File: src/design/iath_pkg.sv
// Shared constants for the inverse hyperbolic tangent unit.
// No dependencies; used by every module of the block.
package iath_pkg;

    localparam int LOG_FRAC = 56;     // fraction bits of the log2 values
    localparam int F_BITS   = 61;     // normalized mantissa, Q1.60 in [1,2)
    localparam int R_BITS   = 61;     // log2 value, exponent over 56 fraction bits
    localparam int K_BITS   = 5;      // exponent of the leading one
    localparam int Y_BITS   = 20;     // result width, Q3.x

    localparam logic [63:0] LN2_Q64 = 64'hB17217F7D1CF79AB;

    typedef logic [F_BITS-1:0] mant_t;
    typedef logic [R_BITS-1:0] log_t;
    typedef logic [Y_BITS-1:0] y_t;

endpackage

File: src/design/iath_norm.sv
// Two-stage normalizer: leading-one search, then shift to a Q1.60 mantissa.
// Depends on iath_pkg.
module iath_norm import iath_pkg::*;
#(
    parameter int IN_BITS = 16
)
(
    input  logic               clk,
    input  logic               en,
    input  logic [IN_BITS-1:0] m,
    output mant_t              f,
    output log_t               r
);

    logic [IN_BITS-1:0] m_reg;
    logic [K_BITS-1:0]  k_reg;
    logic [K_BITS-1:0]  k_next;
    logic [IN_BITS-1:0] m_next;
    mant_t              f_reg;
    log_t               r_reg;

    always_comb
    begin
        m_next = (m == '0) ? IN_BITS'(1) : m;
        k_next = '0;
        for (int i = 0; i < IN_BITS; i++)
        begin
            if (m_next[i])
            begin
                k_next = K_BITS'(i);
            end
        end
    end

    always_ff @(posedge clk)
    begin
        if (en)
        begin
            m_reg <= m_next;
            k_reg <= k_next;
            f_reg <= F_BITS'(m_reg) << (7'd60 - 7'(k_reg));
            r_reg <= R_BITS'(k_reg) << LOG_FRAC;
        end
    end

    assign f = f_reg;
    assign r = r_reg;

endmodule

File: config.mk
export PLATFORM = sky130hd
export DESIGN_NAME = iath_norm
export DESIGN_NICKNAME = d
export VERILOG_FILES = /design/src/design/iath_pkg.sv /design/src/design/iath_norm.sv
export SDC_FILE = /design/constraint.sdc
export NUM_CORES = 1
export LEC_CHECK = 0
export BUFFER_PORTS_ARGS = -buffer_cell sky130_fd_sc_hd__buf_2
export CORE_MARGIN = 2
export CORE_UTILIZATION = 40
export DETAILED_ROUTE_END_ITERATION = 8
export PLACE_DENSITY_LB_ADDON = 0.05
export SLEW_MARGIN = 20
export SYNTH_ARGS = -nofsm -noshare
export SYNTH_HDL_FRONTEND = slang
export SYNTH_SLANG_ARGS = --single-unit
File: constraint.sdc
create_clock -name clk -period 2.3 [get_ports clk]
set_input_delay 0.69 -clock clk [delete_from_list [all_inputs] [get_ports clk]]
set_output_delay 0.69 -clock clk [all_outputs]
set_load 0.1 [all_outputs]
# Word-level counts from Yosys, hierarchy flattened
# Cells that the tools add are included.
# totals
ff_bits,87
input_bits,18
output_inout_bits,122
# classes
addsub,1
shifts,1
n_mux,15
n_reduce_logical,5
# ops
cell,count
left shift 16 x 7 -> 61 bit,1
two-way mux 4 bit,5
logical NOT 16 bit,1
two-way mux 16 bit,1
OR reduction 14 bit,1
two-way mux 3 bit,4
OR reduction 8 bit,1
"subtractor 6 x 5 -> 7 bit, first input constant",1
two-way mux 2 bit,3
OR reduction 4 bit,1
two-way mux 1 bit,2
OR reduction 2 bit,1

# Depth between registers and ports, before layout
# logic_depth
word_depth,16
ltp_mapped,11

# Worst setup path before layout
# OpenSTA, ideal clock, no wires.
# synth_timing
kind,register to register
startpoint,register k_reg[0]
endpoint,"register f_reg[58], in the netlist f[58] (data pin)"
arrival_time_ns,1.951
slack_ns,0.084
stages_incl_launch_ff,12
n_path_buf,4
cell_sequence,edfxtp_1 buf_6 buf_6 inv_1 ha_1 buf_2 xnor2_1 buf_2 nor2_1 a22o_1 a22oi_2 o31ai_1
# synth_via
elab_chain_cells,2
# synth_rtl
item,line_no,rtl
"start, declared",iath_norm.sv:16,logic [K_BITS-1:0] k_reg;
"start signal, assigned",iath_norm.sv:40,k_reg <= k_next;
subtractor 6 x 5 -> 7 bit,iath_norm.sv:41,f_reg <= F_BITS'(m_reg) << (7'd60 - 7'(k_reg));
left shift 16 x 7 -> 61 bit,iath_norm.sv:41,
"end signal, assigned",iath_norm.sv:41,
"end, declared",iath_norm.sv:19,mant_t f_reg;
# No other way between the ends.
# A chain may end at the register's enable or synchronous reset.

# Worst setup path in the final report
# layout_timing
startpoint,register k_reg[0]
endpoint,"register f_reg[45], in the netlist f[45] (data pin)"
# The elaborated chain is that of the path after synthesis.

==> metrics <==
Chip Width=98.25 microns; Final Hold Fails=0; Setup Fix Bufs, Post-CTS=0; Most used DFF post-synth=edfxtp_1; row count=34; Syn Std Cell Area=about 3600 sq um; critical path arrival=approximately 2200 ps; DR vias/cell=around 4.4; endpoint class of the critical path=register; Initial Util=around two fifths; synth unique cells=49; Die H=roughly 100 microns; CTS H-tree depth=2; non-filler cells, final=478; first-pass GRT wire length=between 9000 and 10000 microns; antenna viol nets, final=0; fraction of layout cells with a size suffix above 1=between 20% and 30%; HP Class=register to register; TritonCTS clock tree=done; largest net degree at the start of global routing=between 50 and 60; drt first pass iters=4; register area share after synthesis=approximately 45%; asr flop ratio synth=0%; DRC viols=0; Num CTS Buffers=5; post-place setup slack=approximately 220 ps; final WL=about 6300 microns; Clock Pin Slew Worst Setup and Hold Paths=90 ps; # clock sinks=53; vias after detailed routing=approximately 2.1k; Critical Setup Path Class=register to register; ant diodes=0; Largest register FFs=29; Critical Path Start Type=register; status=complete, no violations; WL per Instance=13.19 microns; clock buffer depth=2; number of flops mapped to enable cells by yosys=53; Lkg Pwr=about 1.6 nW; fin crit period=around 2100 ps; initial antenna violation count=0; unrepaired setup endpoints after global routing=no; Post-Synthesis Cells=323; total power=3.440 mW; CTS Root Cell=clkbuf_8; Setup-failing EPs final=0; Total GRT Usage=between 10% and 20%; worst setup margin=approximately 200 ps; final slew viol count=0; vias in the first global route=~1.9k; # IOs=140; Ys Warns=0; drt initial violations=76; clk_lat worst skew=about 300 ps; Core ar.=8678 sq um; max cap viols=0; commonest non-fill, non-tap cell in the layout=conb_1; die footprint=just under 10000 sq um; most frequent cells in the layout=93 x conb_1, 53 x edfxtp_1, 50 x buf_2; Max Clock Freq=about 480 MHz; global placer's final weighted congestion=roughly 0.84; GRT overflow=0; pwr dens=925.8 nW/um^2; CTS resizes=0; port buffer count=50; syn avg cell area=between 10 and 15 sq um; Layout Nets=a little under 400; DPL Wire Length=around 5000 microns; period utilization=between 90% and 100%; Hold Buf Count CTS=0; Critical Path RT=approximately 2400 ps; Peak VDD IR=approximately 0.37 mV; setup TNS=0 ps; Layout Area Growth over Synthesis=4.577%; clk_skew=8.954 ps; Post-Place Cells=470; #FFs+latches synth=53; Max FO, Critical Path=22
worst max-delay path, stage by stage (launching register included):
cell and delay (ps):
edfxtp_1 410, inv_1 60, ha_1 310, buf_12 170, mux4_2 370, a21oi_1 300
nand2_1 80, and3_1 170
cell usage after synthesis, types with 3 or more instances:
cell type	number	area (sq um)
edfxtp_1	53	1592
o21ai_1	4	20.02
o31ai_1	4	30.03
buf_2	7	35.03
buf_4	90	675.7
a21oi_1	10	50.05
nor2_1	21	78.83
clkbuf_1	17	63.81
nand2_1	21	78.83
o22ai_1	4	25.02
nor2b_1	4	25.02
mux2i_1	11	110.1
mux2_2	3	33.78
and3_1	6	37.54
nor3_1	6	30.03
mux4_2	8	180.2
nor4_1	3	18.77
o21ai_0	7	35.03
inv_1	6	22.52
mux4_1	3	78.83
layer usage:
| layer | routed length, microns | part of all wire (%) | track usage (%) |
|---|---|---|---|
| met3 | 425 | 6.7 | 2.792 |
| met1 | 2677 | 42 | 17.34 |
| met2 | 3138 | 50 | 21.50 |
| met5 | 0 | 0 | 0 |
| met4 | 62 | 0.98 | 3.477 |
logic make-up (layout without fill, tap and decap cells):
logic type,count (synthesis),after routing,synth area share (%)
and+or+nand+nor,70,70,9.367
muxes,25,25,11.34
buffers and inverters,123,78,23.63
DFF,53,53,44.79
AOI/OAI and AO/OA,46,46,8.698
other,1,93,0.1055
adders and majority gates,1,1,0.3521
xor gates and xnor gates,4,4,1.726
per-stage QoR:
| step | hold slack (ps) | util (%) | cell area, sq um |
|---|---|---|---|
| 6_report | 577.5 | 42.82 | 3716 |
| 5_1_grt | 579.8 | 42.82 | 3716 |
| 4_1_cts | 580.1 | 42.82 | 3716 |
| 3_3_place_gp | 567.5 | 41.59 | 3610 |
| 3_5_place_dp | 561.4 | 41.59 | 3610 |
| 2_1_floorplan | 420.6 | - | 3899 |
cell type report:
| type | count | area [sq um] |
|---|---|---|
| Tap cell | 108 | 135.1 |
| Clock buffer | 6 | 72.57 |
| Multi-Input combinational cell | 239 | 1468 |
| Clock inverter | 2 | 33.78 |
| Timing Repair Buffer | 64 | 392.9 |
| Sequential cell | 53 | 1592 |
| Fill cell | 883 | 4962 |
| Inverter | 6 | 22.52 |
report_power, final:
part	switching, mW	leakage [nW]	internal [mW]
sequential	0.0406	0.536	1.17
clock	0.281	0.0528	0.321
combinational	1.35	1.04	0.277
total	1.67	1.63	1.77
path summary, 6_finish.rpt:
kind	slack, ps	end	startpoint	cells past startpoint
min reg2reg	580	r[57]$_DFFE_PP_	k_reg[1]$_SDFFCE_PP1P_	1
max reg2reg	200	f[45]$_SDFFCE_PP0P_	k_reg[0]$_SDFFCE_PP1P_	7
min	580	r[57]$_DFFE_PP_	k_reg[1]$_SDFFCE_PP1P_	1
max	200	f[45]$_SDFFCE_PP0P_	k_reg[0]$_SDFFCE_PP1P_	7
Power figures use the tool's default switching activity.
