$ cat src/design/iath_pkg.sv
// Shared constants for the inverse hyperbolic tangent unit.
// No dependencies; used by every module of the block.
package iath_pkg;

    localparam int LOG_FRAC = 56;     // fraction bits of the log2 values
    localparam int F_BITS   = 61;     // normalized mantissa, Q1.60 in [1,2)
    localparam int R_BITS   = 61;     // log2 value, exponent over 56 fraction bits
    localparam int K_BITS   = 5;      // exponent of the leading one
    localparam int Y_BITS   = 20;     // result width, Q3.x

    localparam logic [63:0] LN2_Q64 = 64'hB17217F7D1CF79AB;

    typedef logic [F_BITS-1:0] mant_t;
    typedef logic [R_BITS-1:0] log_t;
    typedef logic [Y_BITS-1:0] y_t;

endpackage

$ cat src/design/iath_scale.sv
// Scale by ln2 (partial products, then sum), round, apply sign and saturate.
// Three register stages; the last is the output register. Depends on iath_pkg.
module iath_scale import iath_pkg::*;
#(
    parameter int OUT_FRAC_BITS = 16
)
(
    input  logic clk,
    input  logic en,
    input  log_t mag,
    input  logic neg,
    input  logic dom,
    output y_t   y,
    output logic dom_out
);

    localparam int SHIFT = LOG_FRAC + 1 - OUT_FRAC_BITS;
    localparam logic [63:0] RND  = 64'd1 << (SHIFT - 1);
    localparam logic [63:0] YMAX = (64'd1 << (Y_BITS - 1)) - 64'd1;
    localparam logic [63:0] YMIN_MAG = 64'd1 << (Y_BITS - 1);

    logic [63:0]  q00_reg;
    logic [63:0]  q01_reg;
    logic [60:0]  q10_reg;
    logic [60:0]  q11_reg;
    logic         neg1_reg;
    logic         dom1_reg;
    logic [124:0] sum;
    logic [60:0]  hi_reg;
    logic         neg2_reg;
    logic         dom2_reg;
    logic [63:0]  rnd;
    logic [63:0]  negv;
    y_t           y_next;
    y_t           y_reg;
    logic         dom3_reg;

    always_comb
    begin
        sum = {q11_reg, 64'd0} + {29'd0, q01_reg, 32'd0} + {32'd0, q10_reg, 32'd0}
            + {61'd0, q00_reg};
        rnd  = ({3'd0, hi_reg} + RND) >> SHIFT;
        negv = '0;
        if (dom2_reg)
        begin
            y_next = YMIN_MAG[Y_BITS-1:0];
        end
        else if (neg2_reg)
        begin
            negv   = (rnd > YMIN_MAG) ? -YMIN_MAG : -rnd;
            y_next = negv[Y_BITS-1:0];
        end
        else
        begin
            y_next = (rnd > YMAX) ? YMAX[Y_BITS-1:0] : rnd[Y_BITS-1:0];
        end
    end

    always_ff @(posedge clk)
    begin
        if (en)
        begin
            q00_reg  <= 64'(mag[31:0]) * 64'(LN2_Q64[31:0]);
            q01_reg  <= 64'(mag[31:0]) * 64'(LN2_Q64[63:32]);
            q10_reg  <= 61'(mag[60:32]) * 61'(LN2_Q64[31:0]);
            q11_reg  <= 61'(mag[60:32]) * 61'(LN2_Q64[63:32]);
            neg1_reg <= neg;
            dom1_reg <= dom;
            hi_reg   <= sum[124:64];
            neg2_reg <= neg1_reg;
            dom2_reg <= dom1_reg;
            y_reg    <= y_next;
            dom3_reg <= dom2_reg;
        end
    end

    assign y       = y_reg;
    assign dom_out = dom3_reg;

endmodule

$ cat config.mk
export PLATFORM = sky130hd
export DESIGN_NAME = iath_scale
export DESIGN_NICKNAME = d
export VERILOG_FILES = /design/src/design/iath_pkg.sv /design/src/design/iath_scale.sv
export SDC_FILE = /design/constraint.sdc
export NUM_CORES = 2
export LEC_CHECK = 0
export ABC_AREA = 0
export BUFFER_PORTS_ARGS = -buffer_cell sky130_fd_sc_hd__buf_2
export CAP_MARGIN = 20
export CORE_MARGIN = 8
export CORE_UTILIZATION = 70
export CTS_CLUSTER_SIZE = 40
export DETAILED_ROUTE_END_ITERATION = 7
export PLACE_DENSITY = 0.87
export SLEW_MARGIN = 20
export SYNTH_ARGS = -nofsm -noshare
export SYNTH_HDL_FRONTEND = slang
export SYNTH_SLANG_ARGS = --single-unit
$ cat constraint.sdc
create_clock -name clk -period 12.5 [get_ports clk]
set_input_delay 1.25 -clock clk [delete_from_list [all_inputs] [get_ports clk]]
set_output_delay 1.25 -clock clk [all_outputs]
set_load 0.005 [all_outputs]
# Yosys cells after proc, flatten, opt, wreduce, memory -nomap -nowiden
# Index checks and enable logic that the tools add are counted.
dict set report word_totals {
  regBits 336
  input_bits 65
  output_inout_bits 21
}
dict set report classes {
  addsub 5
  multipliers 4
  n_lt_le_gt_ge 2
  muxes 3
}
# cell count
set op_table {}
lappend op_table {{$mul A32 B32 Y64 const B} 2}
lappend op_table {{$add A125 B64 Y125} 1}
lappend op_table {{$add A125 B93 Y125} 1}
lappend op_table {{$add A125 B96 Y125} 1}
lappend op_table {{$mul A29 B32 Y61 const B} 2}
lappend op_table {{$add A61 B41 Y62 const B} 1}
lappend op_table {{$mux W20} 3}
lappend op_table {{$gt A21 B19 Y1 const B} 1}
lappend op_table {{$gt A21 B20 Y1 const B} 1}
lappend op_table {{$neg A20 Y20} 1}

# Depth between registers and ports, before layout
dict set report logic_depth {
  depth_word 4
  mapped_depth 28
}

# Least setup slack after synthesis
# No wires, ideal clock.
dict set report synth_timing {
  path_type {input-to-reg}
  start {input port mag[40]}
  end {register q10_reg[53] (data pin)}
  arrival_time_ns 7.987
  path_slack_ns 4.250
  cell_stages 22
  path_cell_list {fa_1 > inv_1 > fa_1 > fa_1 > fa_1 > inv_1 > fa_1 > fa_1 > fa_1 > fa_1 > ha_1 > clkbuf_1 > a21o_1 > a21oi_1 > o21bai_1 > a21o_1 > a2111o_1 > a21o_1 > a41o_1 > a211o_1 > a21oi_1 > xnor2_1}
}
dict set report synth_between {
  elab_chain_cells 1
}
# element line_no
set synth_rtl {}
lappend synth_rtl {{from (decl)} iath_scale.sv:10} ;# input log_t mag,
lappend synth_rtl {{$mul A29 B32 Y61} iath_scale.sv:65} ;# q10_reg <= 61'(mag[60:32]) * 61'(LN2_Q64[31:0]);
lappend synth_rtl {{to (signal assigned)} iath_scale.sv:65}
lappend synth_rtl {{to (decl)} iath_scale.sv:24} ;# logic [60:0] q10_reg;
# Every way passes these cells.
# A chain may end at the register's enable or synchronous reset.

# Final worst setup path
dict set report layout_timing {
  start {input port mag[40]}
  end {register q10_reg[60] (data pin)}
}
# Same word-level chain as after synthesis.

==> flow_metrics.tcl <==
set metrics [dict create \
    status "complete, no violations" \
    postCtsSetupBuffers 0 \
    crit_fanout 11 \
    drc 0 \
    hold_path.startpoint "dom1_reg$_DFFE_PP_" \
    worstSetupStartpoint "mag[40]" \
    ys_types 94 \
    ctsHtreeMaxLevel 1 \
    slew_violations 0 \
    postSynth.asyncResetShare_pct 0 \
    layout_common_cells "2,181 x inv_1, 1,596 x fa_1, 1,407 x ha_1, 320 x a21oi_1, 262 x edfxtp_1" \
    cts_tree "done" \
    critical-path-top-cell-by-count "fa_1" \
    wire_per_inst_um 31.2 \
    clk_pin_slew_ps 60 \
    drtAntennaViolNets 0 \
    cts_sinks 262 \
    clk_path_buf_depth 3 \
    cts-root-buf "clkbuf_16" \
    track_usage_pct 46.9 \
    largest_reg_flops 62 \
    rsz0062_at_grt "no" \
    yosys_warnings 0 \
    area_growth_pct 4.24 \
    start_kind "input pin" \
    slew-limit-headroom_pct 17.4 \
    totalWireLength_um 284000 \
    antenna_found_initial 21 \
    start_util_pct 70.1 \
    ys_top_cells_by_area "fa_1 41%, ha_1 22%, inv_1 10%, edfxtp_1 10%, a21o_1 2.1%" \
    fillers 7882 \
    criticalPathCategory "input pin to register" \
    synth_area_mm2 0.0784 \
    synthCells 7502 \
    yosys.area.top_type "fa_1" \
    holdBufCountCts 0 \
    layout-drive-gt1-share_pct 2.64 \
    synth-main-ff-cell "edfxtp_1" \
    final_common_cell "inv_1" \
    tns_ps 0 \
    design_area_mm2 0.0818 \
    synth_top_area_share_pct 40.7 \
    clock_latency_ps 630 \
    cp-end-kind "register" \
    via_count 58400 \
    period_share_pct 76.0 \
    vias_per_cell 6.41 \
    die_area_mm2 0.123 \
    setup_viol 0 \
    crit_chain "buf_2, fa_1, inv_1, fa_1, fa_1, fa_1, inv_1, fa_1, fa_1, fa_1, inv_1, fa_1, inv_1, ha_1, a21oi_1, o21ai_1, a221o_1, a21oi_1, nor2b_1, a31oi_1, a21oi_1, a21o_1, a41oi_1, xnor2_1" \
    fin_crit_ps 9500 \
    dr.pass1.iters 8 \
    grt-ovfl-total 0 \
    multi_input_area_mm2 0.0621 \
    crit_required_ps 12840 \
    slowest_delay_ps 1020 \
    postPlaceCellArea_mm2 0.0806 \
    cts_resized 0 \
    fp-row-count 123 \
    cap_violations 0 \
    grt_pass1_vias 62200 \
    r2r-start "q10_reg[2]$_DFFE_PP_" \
    crit_arrival_ps 9840 \
    gp_congestion 1.15 \
    slowest_stage "fa_1" \
    grt_pass1_wl_um 413000 \
    grt_max_degree 77 \
    ys_ff_latch 262 \
    core_area_mm2 0.112 \
    worstMarginPinSlew_ps 1230 \
    drt_iter0_markers 6882 \
    numPortBuffers 85 \
    syn-mean-instance-area_um2 10.5 \
    fmax_mhz 105 \
    die_w_um 351 \
    hold_path.class "register to register" \
    synth_edf_count 262 \
    fin_worst_skew_ps 38.5 \
    ios 86 \
    setup_slack_ps 3000 \
    dpl_worst_slack_ps 2720 \
    cts_buffers 31 \
    ys_seq_area_share_pct 10.0 \
    fin_nets 10600 \
    syn_nets 10600 \
    ff_latch_area_mm2 0.00787 \
    hold_viol_final 0 \
    dp_hpwl_um 253000 \
    die_y_um 351 \
    hold_slack_ps 421 \
]
## metal layers
layer  GRT usage (%)  vias up  wire length, µm
li1                -    23900                -
met1            58.0    29200           100000
met2            67.7     4245           118000
met3            21.3     1088            42900
met4            27.1       24            22400
met5            1.96        -              468
## cells in the mapped netlist, drive strengths merged (6+ instances only)
master      n
mux2i      10
o21bai     42
a31o        7
a221o       8
nand3      81
clkbuf     53
o2111ai     8
and4       15
a41oi      11
o21a       30
xnor2     181
fa       1596
o21ai     157
a211oi     23
a211o       9
or3         9
nand2b     27
o211ai     16
nor3       32
o41ai       7
nand4      54
a21oi     321
nand2     191
inv      2182
or2        15
a31oi      42
a221oi     10
and3       57
xor2      100
a311oi      9
nor2      148
nor2b      33
nor4       14
a21boi      6
and2       26
ha       1407
o31ai      10
a21o      215
nor3b      10
edfxtp    262
## path summary, 6_finish.rpt
| check | end | slack (ps) | cells past startpoint |
|---|---|---|---|
| hold / removal | dom2_reg$_DFFE_PP_ | 420 | 0 |
| setup reg to reg | hi_reg[58]$_DFFE_PP_ | 7810 | 13 |
| hold reg to reg | dom2_reg$_DFFE_PP_ | 420 | 0 |
| setup / recovery | q10_reg[60]$_DFFE_PP_ | 3000 | 24 |
## through the flow
stage	std cells	utilization, %
2_1_floorplan	7502	-
3_3_place_gp	9043	72.1
3_5_place_dp	9043	72.1
4_1_cts	9100	73.0
5_1_grt	9102	73.1
6_report	9109	73.1
## critical path: cells and delay by family
family	cells	cell delay, ps
adders and majority gates	9	5060
xor gates and xnor gates	1	120
AOI/OAI and AO/OA	8	2470
buffers and inverters	5	850
and+or+nand+nor	1	70
## kinds of logic after synthesis
family | share of synthesized area, %
muxes | 0.128
adders and majority gates | 63.2
xor gates and xnor gates | 3.14
DFF | 10.0
AOI/OAI and AO/OA | 8.08
and+or+nand+nor | 4.70
buffers and inverters | 10.7
## area by class of cell
| class | count | share of cell area (%) |
|---|---|---|
| clock inverters | 26 | 0.386 |
| well taps | 1500 | 2.30 |
| inverters | 2183 | 10.0 |
| clock buffers | 31 | 0.949 |
| flip-flops and latches | 262 | 9.62 |
| diodes | 7 | 0.0214 |
| multi-input cells | 4999 | 76.0 |
| repair buffers | 101 | 0.680 |
Power is not shown: default switching activity piles up to over one toggle a cycle in this logic, so the estimate is an artifact.
